File: src/design/scpu_pkg.sv
// Package with shared types and constants for the instruction step unit.
`timescale 1ns / 1ps
package scpu_pkg;

    localparam int MEM_BYTES = 65536;
    localparam int WORD_BITS = 24;
    localparam int MEM_AW    = $clog2(MEM_BYTES);

    localparam logic [1:0] FN_WRITE = 2'd0;
    localparam logic [1:0] FN_READ  = 2'd1;
    localparam logic [1:0] FN_EXEC  = 2'd2;
    localparam logic [1:0] FN_LDPC  = 2'd3;

    localparam logic [7:0] OP_LDA  = 8'h00;
    localparam logic [7:0] OP_STA  = 8'h0C;
    localparam logic [7:0] OP_LDCH = 8'h50;
    localparam logic [7:0] OP_STCH = 8'h54;
    localparam logic [7:0] OP_ADD  = 8'h18;
    localparam logic [7:0] OP_SUB  = 8'h1C;
    localparam logic [7:0] OP_MUL  = 8'h20;
    localparam logic [7:0] OP_DIV  = 8'h24;

    localparam logic [1:0] ST_OK    = 2'd0;
    localparam logic [1:0] ST_BADOP = 2'd1;
    localparam logic [1:0] ST_DIVZ  = 2'd2;

    typedef enum logic [3:0] {
        S_IDLE, S_RD_ISSUE, S_RD_WAIT, S_WR, S_EXEC, S_DIV, S_OUT
    } t_state;

    // Memory address select for the datapath.
    typedef enum logic [1:0] {
        A_IN, A_PC, A_EA
    } t_asel;

    typedef struct packed {
        logic       take_in;    // capture the input beat
        logic       mem_rd;     // read memory at asel + offset
        logic       mem_wr;     // write memory
        t_asel      asel;
        logic [1:0] offs;       // byte offset added to the address
        logic [2:0] rd_slot;    // where returned byte goes
        logic       cap_rd;     // capture returned byte
        logic       do_exec;    // apply arithmetic result
        logic       div_start;
        logic       ldpc;
        logic       out_load;
    } t_cmd;

    typedef struct packed {
        logic [1:0] func;
        logic [7:0] opcode;
        logic       div_busy;
    } t_stat;

    function automatic logic known_op(input logic [7:0] op);
        known_op = (op == OP_LDA) || (op == OP_STA) || (op == OP_LDCH)
            || (op == OP_STCH) || (op == OP_ADD) || (op == OP_SUB)
            || (op == OP_MUL) || (op == OP_DIV);
    endfunction

endpackage

File: src/design/scpu_ctrl.sv
// Controller state machine sequencing memory reads, writes and execution.
`timescale 1ns / 1ps
module scpu_ctrl import scpu_pkg::*; (
    input  logic  i_clk,
    input  logic  i_rst_n,
    input  logic  i_in_valid,
    output logic  o_in_ready,
    output logic  o_out_valid,
    input  logic  i_out_ready,
    input  t_stat i_stat,
    output t_cmd  o_cmd
);
    t_state     r_state, n_state;
    logic [2:0] r_step, n_step;
    logic       r_ovalid;
    logic       w_known;
    logic       w_store;

    assign w_known = known_op(i_stat.opcode);
    assign w_store = (i_stat.opcode == OP_STA) || (i_stat.opcode == OP_STCH);

    // Read step numbering: 0 opcode, 1..2 address, 3..5 operand word, 6 monitor byte.
    // The opcode register holds the new opcode from step 1 on.
    always_comb begin
        n_state = r_state;
        n_step  = r_step;
        case (r_state)
            S_IDLE: begin
                if (i_in_valid && o_in_ready) begin
                    n_state = S_RD_ISSUE;
                    n_step  = 3'd0;
                end
            end
            S_RD_ISSUE: begin
                case (i_stat.func)
                    FN_WRITE: begin
                        n_state = S_OUT;
                    end
                    FN_READ: begin
                        n_state = S_RD_WAIT;
                        n_step  = 3'd6;
                    end
                    FN_LDPC: begin
                        n_state = S_OUT;
                    end
                    default: begin
                        n_state = S_RD_WAIT;
                    end
                endcase
            end
            S_RD_WAIT: begin
                if (r_step == 3'd6) begin
                    n_state = S_OUT;
                end else if (r_step == 3'd1 && !w_known) begin
                    n_state = S_EXEC;
                end else if (r_step == 3'd2 && w_store) begin
                    n_state = S_WR;
                    n_step  = 3'd0;
                end else if (r_step == 3'd5) begin
                    n_state = S_EXEC;
                end else begin
                    n_step = r_step + 3'd1;
                end
            end
            S_WR: begin
                if (r_step == 3'd2 || i_stat.opcode == OP_STCH) begin
                    n_state = S_EXEC;
                end else begin
                    n_step = r_step + 3'd1;
                end
            end
            S_EXEC: begin
                if (i_stat.opcode == OP_DIV && w_known) begin
                    n_state = S_DIV;
                end else begin
                    n_state = S_OUT;
                end
            end
            S_DIV: begin
                if (!i_stat.div_busy) begin
                    n_state = S_OUT;
                end
            end
            S_OUT: begin
                n_state = S_IDLE;
            end
            default: n_state = S_IDLE;
        endcase
    end

    always_comb begin
        o_cmd          = '0;
        o_cmd.asel     = A_IN;
        o_cmd.take_in  = (r_state == S_IDLE) && i_in_valid && o_in_ready;
        o_cmd.rd_slot  = r_step;
        case (r_state)
            S_RD_ISSUE: begin
                o_cmd.mem_wr = (i_stat.func == FN_WRITE);
                o_cmd.ldpc   = (i_stat.func == FN_LDPC);
                o_cmd.asel   = (i_stat.func == FN_EXEC) ? A_PC : A_IN;
            end
            S_RD_WAIT: begin
                o_cmd.cap_rd = 1'b1;
                if (r_step == 3'd6) begin
                    o_cmd.asel = A_IN;
                end else if (r_step <= 3'd1) begin
                    o_cmd.asel = A_PC;
                    o_cmd.offs = r_step[1:0] + 2'd1;
                end else begin
                    o_cmd.asel = A_EA;
                    o_cmd.offs = (r_step == 3'd2) ? 2'd0 : (r_step[1:0] - 2'd2);
                end
                // The address for the next read is presented while this byte returns.
                if (r_step == 3'd6) begin
                    o_cmd.offs = 2'd0;
                end
            end
            S_WR: begin
                o_cmd.asel   = A_EA;
                o_cmd.offs   = r_step[1:0];
                o_cmd.mem_wr = 1'b1;
            end
            S_EXEC: begin
                o_cmd.do_exec   = 1'b1;
                o_cmd.div_start = (i_stat.opcode == OP_DIV) && w_known;
            end
            S_OUT: begin
                o_cmd.out_load = 1'b1;
            end
            default: ;
        endcase
    end

    always_ff @(posedge i_clk) begin
        if (!i_rst_n) begin
            r_state  <= S_IDLE;
            r_step   <= '0;
            r_ovalid <= 1'b0;
        end else begin
            r_state <= n_state;
            r_step  <= n_step;
            if (r_state == S_OUT) begin
                r_ovalid <= 1'b1;
            end else if (i_out_ready) begin
                r_ovalid <= 1'b0;
            end
        end
    end

    // A new beat is taken while the previous result is still valid only if
    // that result is accepted in the same cycle.
    assign o_in_ready  = (r_state == S_IDLE) && !(r_ovalid && !i_out_ready);
    assign o_out_valid = r_ovalid;
endmodule

File: config.mk
export PLATFORM = sky130hd
export DESIGN_NAME = scpu_ctrl
export DESIGN_NICKNAME = d
export VERILOG_FILES = /design/src/design/scpu_pkg.sv /design/src/design/scpu_ctrl.sv
export SDC_FILE = /design/constraint.sdc
export NUM_CORES = 1
export LEC_CHECK = 0
export ABC_AREA = 0
export BUFFER_PORTS_ARGS = -buffer_cell sky130_fd_sc_hd__buf_2
export CAP_MARGIN = 15
export CORE_AREA = 2 2 50 52
export CTS_BUF_LIST = sky130_fd_sc_hd__clkbuf_4
export CTS_CLUSTER_SIZE = 25
export DETAILED_ROUTE_END_ITERATION = 7
export DIE_AREA = 0 0 52 54
export HOLD_SLACK_MARGIN = 0.02
export PLACE_DENSITY_LB_ADDON = 0.25
export REMOVE_ABC_BUFFERS = 1
export SETUP_SLACK_MARGIN = 0.2
export SLEW_MARGIN = 30
export SYNTH_ARGS = -nofsm -noshare
export SYNTH_HDL_FRONTEND = slang
export SYNTH_SLANG_ARGS = --single-unit
File: constraint.sdc
create_clock -name i_clk -period 3.7 [get_ports i_clk]
set_input_delay 0.555 -clock i_clk [delete_from_list [all_inputs] [get_ports i_clk]]
set_output_delay 0.555 -clock i_clk [all_outputs]
set_load 0.05 [all_outputs]
After elaboration in Yosys (flattened, before gate mapping) --
Index checks and enable logic that the tools add are counted.
Storage, ports and cells: output and inout port bits 17, memory bits (read-only) 0, register bits after elaboration 8, memory bits (writable) 0, input port bits 15, bits in latches 0, memories 0
Operators by class: eq/ne operators 29, multiplexer cells 32, add/subtract/negate cells 3, reductions and logical operators 28, bitwise operators 0, divide/modulo/power cells 0, order comparisons 1, shift-type cells 0, multiply operators 0
Operators with widths (number):
- two-way mux 4 bit | 8
- two-way mux 3 bit | 8
- one-hot mux 4 bit (6 select lines) | 1
- equality test 8 x 5 -> 1 bit, second input constant | 2
- equality test 8 x 6 -> 1 bit, second input constant | 2
- equality test 8 x 7 -> 1 bit, second input constant | 2
- equality test 4 x 3 -> 1 bit, second input constant | 3
- != test 2 bit, second input constant | 6
- one-hot mux 3 bit (4 select lines) | 1
- two-way mux 2 bit | 5
- logical OR 1 bit | 9
- equality test 4 x 2 -> 1 bit, second input constant | 2
- equality test 8 x 4 -> 1 bit, second input constant | 1
- logical AND 1 bit | 8
- logical NOT 8 bit | 1
- AND reduction 7 bit | 1
- equality test 3 bit, second input constant | 2
- two-way mux 1 bit | 6
- one-hot mux 2 bit (3 select lines) | 1
- != test 5 bit, second input constant | 1
- equality test 2 bit, second input constant | 2
- equality test 4 x 1 -> 1 bit, second input constant | 1
- logical NOT 4 bit | 1
- one-hot mux 2 bit (2 select lines) | 1
- other kinds (16) | 18

Longest topological paths before layout --
Gate-level depths: netlist (run 1).
depth in word-level cells 13, mapped depth 8, mapped depth without buffers 8

Worst setup path before layout (run 1) --
No wires, ideal clock.
path type register -> output, start register r_step[0], end output o_cmd[8] (netlist name), stages on the path, launching flop included 6, slack 0.672 ns, arrival 2.473 ns, buffers on the path 0, path through dfxtp_1 -> inv_1 -> ha_1 -> nand2_1 -> nand3_1 -> o21ai_0
RTL lines:
- from (decl) | line scpu_ctrl.sv:14 | logic [2:0] r_step, n_step;
- from (signal assigned) | line scpu_ctrl.sv:141 | r_step <= n_step;
- to (decl) | line scpu_ctrl.sv:11 | output t_cmd o_cmd

==> results of run 1 <==
==> final cells by class <==
class	instances	share of cell area, %
multi-input cells	109	64.4
well taps	30	3.42
inverters	9	3.08
repair buffers	30	13.7
clock buffers	4	2.73
flip-flops and latches	7	12.8
==> logic make-up (layout without fill, tap and decap cells) <==
kind of cell             count (synthesis)  count (layout)
AND/OR/NAND/NOR                         61              61
flip-flops                               7               7
other                                    1               1
buffers and inverters                   13              43
multiplexers                             1               1
adder cells (fa/ha/maj)                  7               7
AO/OA/AOI/OAI                           39              39
==> routing by layer <==
layer  track usage (%)  part of all wire, %
met1              21.3                   42
met3              1.94                  6.5
met4              7.89                  1.2
met2              32.5                   51
met5                 0                    0
==> registers in the layout (all words and copies together), names as in the netlist <==
| signal | cells |
|---|---|
| o_out_valid | 1 |
| r_state | 3 |
| r_step | 3 |
==> cells in the final DEF (no fill, tap or decap), types with 2 or more instances in the layout <==
cell / netlist / final
sky130_fd_sc_hd__nor4_4: 2 / 2
sky130_fd_sc_hd__o31ai_1: 2 / 2
sky130_fd_sc_hd__nand2b_1: 5 / 5
sky130_fd_sc_hd__nor3_1: 4 / 4
sky130_fd_sc_hd__nand2_1: 16 / 16
sky130_fd_sc_hd__inv_1: 8 / 8
sky130_fd_sc_hd__buf_2: 0 / 30
sky130_fd_sc_hd__o211a_1: 3 / 3
sky130_fd_sc_hd__a21oi_1: 8 / 8
sky130_fd_sc_hd__a21oi_2: 2 / 2
sky130_fd_sc_hd__nand3_1: 3 / 3
sky130_fd_sc_hd__nor4_1: 3 / 3
sky130_fd_sc_hd__o21ai_2: 2 / 2
sky130_fd_sc_hd__and3_1: 2 / 2
sky130_fd_sc_hd__nor2_1: 16 / 16
sky130_fd_sc_hd__ha_1: 7 / 7
sky130_fd_sc_hd__clkbuf_4: 0 / 4
sky130_fd_sc_hd__o21a_1: 2 / 2
sky130_fd_sc_hd__o221ai_1: 2 / 2
sky130_fd_sc_hd__nor2b_1: 3 / 3
sky130_fd_sc_hd__o21ai_0: 7 / 7
sky130_fd_sc_hd__dfxtp_1: 7 / 7
==> how the worst max path moves through the flow <==
stage               startpoint        to  slack, ns  depth (start not counted)
global placement     r_step[1]  o_cmd[8]       1.55                          8
global route         r_step[1]  o_cmd[8]       0.94                          8
CTS                  r_step[1]  o_cmd[8]       1.19                          8
floorplan            r_step[0]  o_cmd[8]       0.67                          5
finish               r_step[1]  o_cmd[8]       1.20                          8
detailed placement   r_step[1]  o_cmd[8]       1.48                          8
==> worst reg2reg max path: cells and delay by family, from the launching register on <==
family | cells | cell delay [ns]
buf+inv | 1 | 0.11
compound gates | 3 | 0.53
flops | 1 | 0.44
simple gates | 3 | 0.59
fa+ha+maj | 1 | 0.25
==> power groups by stage <==
stage / clock network (mW) / registers [mW] / logic [mW]
after floorplan: 0 / 0.208 / 0.459
after global placement: 0 / 0.178 / 0.629
after detailed placement: 0 / 0.179 / 0.629
after CTS: 0.0801 / 0.178 / 0.631
after global routing: 0.0840 / 0.187 / 0.682
final: 0.0757 / 0.180 / 0.629
==> reports/summary.log, run 1 <==
[synthesis] sequential-to-total area share from yosys stat 15.6%
[floorplan] vertical die dimension 54 um
[clock_network] number of sinks driven by the clock tree 7
[global_routing] total grt overflow 0
[synthesis] synthesis-stage register bit count 7
[pwr] leakage component of the power 0.532 nW
[finish] number of standard cells in the final layout excluding fillers 189
[synthesis] post-synth design cell area 900 um^2
[synthesis] proportion of synthesized area in mux cells 1.11%
[sta] count of final hold-check violations 0
[critical_path] Critical Path Fanout Max 7
[finish] ratio of cells with drive above 1 in the final layout 27.0%
[route] per-cell routed wire length 12.3 um
[pwr] Cell Int Power 341 uW
[run_status] status completed
[route] vias after detailed routing 1022
[sta] final clock skew 0.00320 ns
[critical_path] kind of cell adding the most delay to the critical path flip-flops
[route] number of DRC markers after the initial detailed-route iteration 25
[critical_path] Critical-path top delay cell sky130_fd_sc_hd__dfxtp_1
[route] iteration count of the initial detailed-routing pass 4
[pwr] net switching power figure 544 uW
[synthesis] post-synthesis cell type count 43
[synthesis] cell type with the highest aggregate area in the netlist sky130_fd_sc_hd__dfxtp_1
[synthesis] post-synthesis area per instance 6.97 um^2
[clock_network] number of buffers added for setup after CTS 0
[hold_path] startpoint of the most critical hold path r_step[0]
[clock_network] TritonCTS buffer count 3
[synthesis] fraction of synthesized cell area in xor and xnor cells 0%
[pwr] Peak VDD IR 0.361 mV
[critical_path] crit end category output pin
[critical_path] critical path type register to output pin
[clock_network] quantity of gates resized following cts 0
[floorplan] core outline area 2320 um^2
[sta] post-route worst setup slack 1.20 ns
[pwr] Final Total Pwr 885 uW
[synthesis] Cells after Synth 129
[sta] setup repair after global routing missed its margin false
[critical_path] Reg2Reg Setup Slack 1.65 ns
[finish] multi-input combinational cell area 707 um^2
[synthesis] area share of the largest cell type after synthesis 15.6%
[global_routing] number of global-route vias before repair 867
[pwr] switching portion of total power 61.5%
[clock_network] CTS tree built
[floorplan] DIE AREA 2810 um^2
[sta] period utilisation layout 67.5%
[placed_design] worst slack at placement 1.48 ns
[critical_path] Most Frequent Cell on Critical Path sky130_fd_sc_hd__o21ai_0
[global_routing] Total GRT Usage 17.9%
[floorplan] Core Rows 18
[clock_network] H-tree levels 1
[global_routing] initial antenna violation count 0
[pwr] clock share of power 8.6%
[clock_network] number of buffers added to fix hold violations after cts 0
[clock_network] clock latency on the worst-skew pair 0.25 ns
[hold_path] Worst Hold Endpoint r_step[0]
[route] post-detailed-routing wire length 2330 um
[synthesis] main combinational cell family by area after synthesis simple AND/OR/NAND/NOR gates
[sta] final hold slack 0.540 ns
[clock_network] buffer cell driving the clock tree root sky130_fd_sc_hd__clkbuf_4
[placed_design] half-perimeter wire length after detailed placement 1930 um
[sta] sum of negative setup slack 0 ns
[synthesis] number of warnings reported in the yosys synthesis log 0
[synthesis] largest cells by area after synthesis sky130_fd_sc_hd__dfxtp_1 16%, sky130_fd_sc_hd__ha_1 9.7%, sky130_fd_sc_hd__nand2_1 6.7%, sky130_fd_sc_hd__nor2_1 6.7%, sky130_fd_sc_hd__nor4_4 4.7%
[sta] f_max 400 MHz
[synthesis] Synth Flop Type sky130_fd_sc_hd__dfxtp_1
[hold_path] cell count of the worst hold path 1
[floorplan] Die X-Extent 52 um
[critical_path] Worst Reg-to-Reg Cells 8
[pwr] part of the total power dissipated in sequential elements 20.3%
[placed_design] cell area reported after detailed placement 1070 um^2
[floorplan] Top-Level Pins 32
[floorplan] initial core utilization 38.8%
[route] Avg Vias per Cell 5.41
[synthesis] area fraction in compound gates after synthesis 31.0%
[finish] number of nets in the layout 182
[hold_path] worst hold-check path type register to register
[clock_network] buffers from clock root to sink, at most 2
[sta] number of setup violations in the final report 0
[finish] sequential cell area in the final layout 140 um^2
[placed_design] number of placed instances with taps included 185
[critical_path] endpoint of the worst-slack reg-to-reg timing path r_step[2]
[finish] post-route cell area 1100 um^2
[sta] actual slew at the worst max-slew pin 0.520 ns
[job] max cap viols 0
[critical_path] Crit path largest cell delay 0.44 ns
[clock_network] register clock-pin slew on the reported worst setup and hold paths 0.05 ns
[global_routing] wire length of the first global-routing pass 3750 um
[placed_design] last weighted congestion value of the routability-driven placer 0.925
[pwr] power density over the cells 806 nW/um^2
[critical_path] Reg-to-Reg Start r_step[0]
[pwr] part of the total power dissipated in combinational logic 71.1%
[critical_path] sort of element at the start of the critical path register
[finish] utilization of the core after routing 47.4%
[synthesis] simple-gate share of the synthesized area 36.3%
[critical_path] required time of the critical path 3.14 ns
[synthesis] share of async-settable or async-resettable flops after synthesis 0%
[sta] Final Critical Period 2.50 ns
[global_routing] largest net degree at the start of global routing 17
[route] drt drc 0
[critical_path] Arr. time, crit path 1.94 ns
[synthesis] Commonest cells post-synth 16 x sky130_fd_sc_hd__nand2_1, 16 x sky130_fd_sc_hd__nor2_1, 8 x sky130_fd_sc_hd__a21oi_1, 8 x sky130_fd_sc_hd__inv_1
[placed_design] # port buffers 30
[sta] Final Max Slew Viols 0
[synthesis] Synth Area in Adders 9.74%
[finish] antenna diode count 0
[synthesis] count of flip-flops with a built-in enable after synthesis 0
[sta] relative slew slack 65.3%
[critical_path] Buffers & Inverters on Critical Path 2
[critical_path] crit-path cells inv_1 > ha_1 > a21oi_1 > nor2_1 > nor3_1 > o21ai_0 > o21ai_0 > buf_2
[route] number of nets still failing antenna checks after routing 0
[finish] FILL cells 230
[finish] Area growth, synth to finish 22.1%
Power figures use the tool's default switching activity.
==> inputs of run 2 (changes only) <==
==> constraint.sdc (replaced) <==
create_clock -name i_clk -period 2.2 [get_ports i_clk]
set_input_delay 0.33 -clock i_clk [delete_from_list [all_inputs] [get_ports i_clk]]
set_output_delay 0.33 -clock i_clk [all_outputs]
set_load 0.05 [all_outputs]
==> run 2 against run 1 <==
  * Register-to-register slack got worse by 1.4 ns
  * Die area unchanged
  * Via count rose by 5.5%
  * Clock-buffer cell count stayed put
  * Final area up 13%
  * Global-route usage is 0.73 points higher
  * Flip-flop and latch count did not move
  * Critical endpoint is now r_state[1]
  * Non-clock buffer count is 7 higher
  * Largest power group unchanged
  * Worst setup slack got worse by 0.95 ns
  * Clock skew shrank 0.0019 ns
  * Core utilization increased by 6.0 points
  * Sequential share of layout area shrank 0.93 points
==> reports/summary.log, run 2 (synthesized netlist as in run 1, its figures left out) <==
[route] per-cell routed wire length 13.8 um [was 12.3 um]
[pwr] Peak VDD IR 0.676 mV [was 0.361 mV]
[floorplan] core outline area 2320 um^2 [unchanged]
[critical_path] Reg2Reg Setup Slack 0.25 ns [was 1.65 ns]
[critical_path] Critical Path Fanout Max 4 [was 7]
[floorplan] Die X-Extent 52 um [unchanged]
[finish] antenna diode count 0 [unchanged]
[global_routing] largest net degree at the start of global routing 10 [was 17]
[finish] Area growth, synth to finish 37.6% [was 22.1%]
[clock_network] buffers from clock root to sink, at most 2 [unchanged]
[critical_path] crit end category register [was output pin]
[floorplan] Top-Level Pins 32 [unchanged]
[global_routing] GR Util met2 34.8% [was 32.5%]
[route] number of nets still failing antenna checks after routing 0 [unchanged]
[floorplan] Core Rows 18 [unchanged]
[critical_path] start point of the critical path r_step[0] [was r_step[1]]
[finish] most frequent cells in the layout 27 x sky130_fd_sc_hd__buf_2, 14 x sky130_fd_sc_hd__nand2_1, 14 x sky130_fd_sc_hd__nor2_1, 7 x sky130_fd_sc_hd__a21oi_1 [was 30 x sky130_fd_sc_hd__buf_2, 16 x sky130_fd_sc_hd__nor2_1, 16 x sky130_fd_sc_hd__nand2_1, 8 x sky130_fd_sc_hd__inv_1, 8 x sky130_fd_sc_hd__a21oi_1]
[clock_network] number of sinks driven by the clock tree 7 [unchanged]
[global_routing] initial antenna violation count 0 [unchanged]
[route] post-detailed-routing wire length 2700 um [was 2330 um]
[sta] Final Max Slew Viols 0 [unchanged]
[route] number of DRC markers after the initial detailed-route iteration 32 [was 25]
[hold_path] worst hold-check path type input pin to register [was register to register]
[critical_path] Critical-path top delay cell sky130_fd_sc_hd__dfxtp_2 [was sky130_fd_sc_hd__dfxtp_1]
[job] max cap viols 0 [unchanged]
[pwr] power density over the cells 1410 nW/um^2 [was 806 nW/um^2]
[critical_path] Crit path largest cell delay 0.32 ns [was 0.44 ns]
[sta] number of setup violations in the final report 0 [unchanged]
[placed_design] last weighted congestion value of the routability-driven placer 0.920 [was 0.925]
[placed_design] # port buffers 30 [unchanged]
[route] iteration count of the initial detailed-routing pass 4 [unchanged]
[floorplan] DIE AREA 2810 um^2 [unchanged]
[route] Avg Vias per Cell 5.50 [was 5.41]
[sta] period utilisation layout 88.6%
[global_routing] wire length of the first global-routing pass 3930 um [was 3750 um]
[critical_path] required time of the critical path 2.36 ns [was 3.14 ns]
[clock_network] buffer cell driving the clock tree root sky130_fd_sc_hd__clkbuf_4 [unchanged]
[critical_path] critical path type register to register [was register to output pin]
[sta] Final Critical Period 1.95 ns
[clock_network] number of buffers added to fix hold violations after cts 0 [unchanged]
[global_routing] number of global-route vias before repair 944 [was 867]
[clock_network] CTS tree built [unchanged]
[critical_path] crit-path cells inv_1 > ha_2 > nor2b_1 > o211a_1 > nand2_1 > a21oi_1 > o21ai_0 > o31ai_1 [was inv_1 > ha_1 > a21oi_1 > nor2_1 > nor3_1 > o21ai_0 > o21ai_0 > buf_2]
[critical_path] kind of cell adding the most delay to the critical path compound AO/OA/AOI/OAI gates [was flip-flops]
[global_routing] Total GRT Usage 18.7% [was 17.9%]
[finish] ratio of cells with drive above 1 in the final layout 39.2% [was 27.0%]
[sta] f_max 513 MHz
[global_routing] Global Route met1 Usage 22.5% [was 21.3%]
[pwr] Final Total Pwr 1.74 mW [was 885 uW]
[pwr] leakage component of the power 0.580 nW [was 0.532 nW]
[sta] sum of negative setup slack 0 ns [unchanged]
[sta] count of final hold-check violations 0 [unchanged]
[finish] number of nets in the layout 189 [was 182]
[hold_path] startpoint of the most critical hold path i_rst_n [was r_step[0]]
[placed_design] cell area reported after detailed placement 1100 um^2 [was 1070 um^2]
[floorplan] vertical die dimension 54 um [unchanged]
[finish] post-route cell area 1240 um^2 [was 1100 um^2]
[run_status] status completed [unchanged]
[sta] setup repair after global routing missed its margin true [was false]
[critical_path] Arr. time, crit path 2.11 ns [was 1.94 ns]
[critical_path] Buffers & Inverters on Critical Path 1 [was 2]
[route] vias after detailed routing 1078 [was 1022]
[floorplan] initial core utilization 38.8% [unchanged]
[critical_path] sort of element at the start of the critical path register [unchanged]
[finish] leading cell type in the layout, fill and taps excluded sky130_fd_sc_hd__buf_2 [unchanged]
[critical_path] Reg-to-Reg Start r_step[0] [unchanged]
[clock_network] clock latency on the worst-skew pair 0.25 ns [about the same]
[global_routing] most utilized layer in the global route result met2 [unchanged]
[clock_network] register clock-pin slew on the reported worst setup and hold paths 0.06 ns [was 0.05 ns]
[clock_network] H-tree levels 1 [unchanged]
[global_routing] total grt overflow 0 [unchanged]
[sta] final clock skew 0.00128 ns [was 0.00320 ns]
[global_routing] global-route track usage on met3 0.833% [was 1.94%]
[placed_design] half-perimeter wire length after detailed placement 1960 um [was 1930 um]
[clock_network] TritonCTS buffer count 3 [unchanged]
[route] drt drc 0 [unchanged]
-- run 2: cell count changes in the layout (fill, tap and decap cells not counted), sizes merged --
cell,delta
clkbuf,+1
buf,+6
-- run 2: layout make-up --
cell class	instances	area, um^2
fillers	224	1080
multi-input cells	109	768
repair buffers	37	221
flip-flops and latches	7	146
well taps	30	37.5
inverters	9	33.8
clock buffers	4	30.0
-- run 2: where the power goes --
group | internal (mW) | total (mW) | switching [mW]
combinational | 0.441 | 1.34 | 0.900
sequential | 0.182 | 0.267 | 0.0845
clock | 0.0819 | 0.134 | 0.0521
total | 0.705 | 1.74 | 1.04
-- run 2: per-stage QoR --
step / hold WS (ns) / setup slack [ns] / instances / util (%)
after global placement: 0.536 / 0.289 / 189 / 47.4
after global routing: 0.380 / 0.174 / 196 / 53.3
after floorplan: 0.447 / -0.603 / 125 / -
final: 0.377 / 0.251 / 196 / 53.3
after CTS: 0.373 / 0.214 / 196 / 51.5
after detailed placement: 0.543 / 0.159 / 189 / 47.4
-- run 2: worst paths after layout --
path                               endpoint  cells past startpoint
worst min-delay path             r_state[0]                      2
worst min register to register  o_out_valid                      2
worst max-delay path             r_state[1]                      8
worst max register to register   r_state[1]                      8
-- run 2: metal layers --
layer	vias to the layer above	share of wire (%)	wire length, um
li1	535	-	-
met1	497	42	1140
met2	40	51	1390
met3	6	4.8	129
met4	0	1.7	46
met5	-	0	0
-- run 2: repair_timing --
action | in CTS | in global routing
endpoints found under the setup margin | 4 | 4
setup buffers | 3 | 0
pin swaps | 4 | 4
gates resized for setup | 16 | 13
-- run 2: worst reg2reg max path, delay by kind of cell, from the launching register on --
kind / cells / cell delay (ns)
compound gates: 4 / 0.77
fa+ha+maj: 1 / 0.26
buf+inv: 1 / 0.14
flops: 1 / 0.32
simple gates: 2 / 0.36
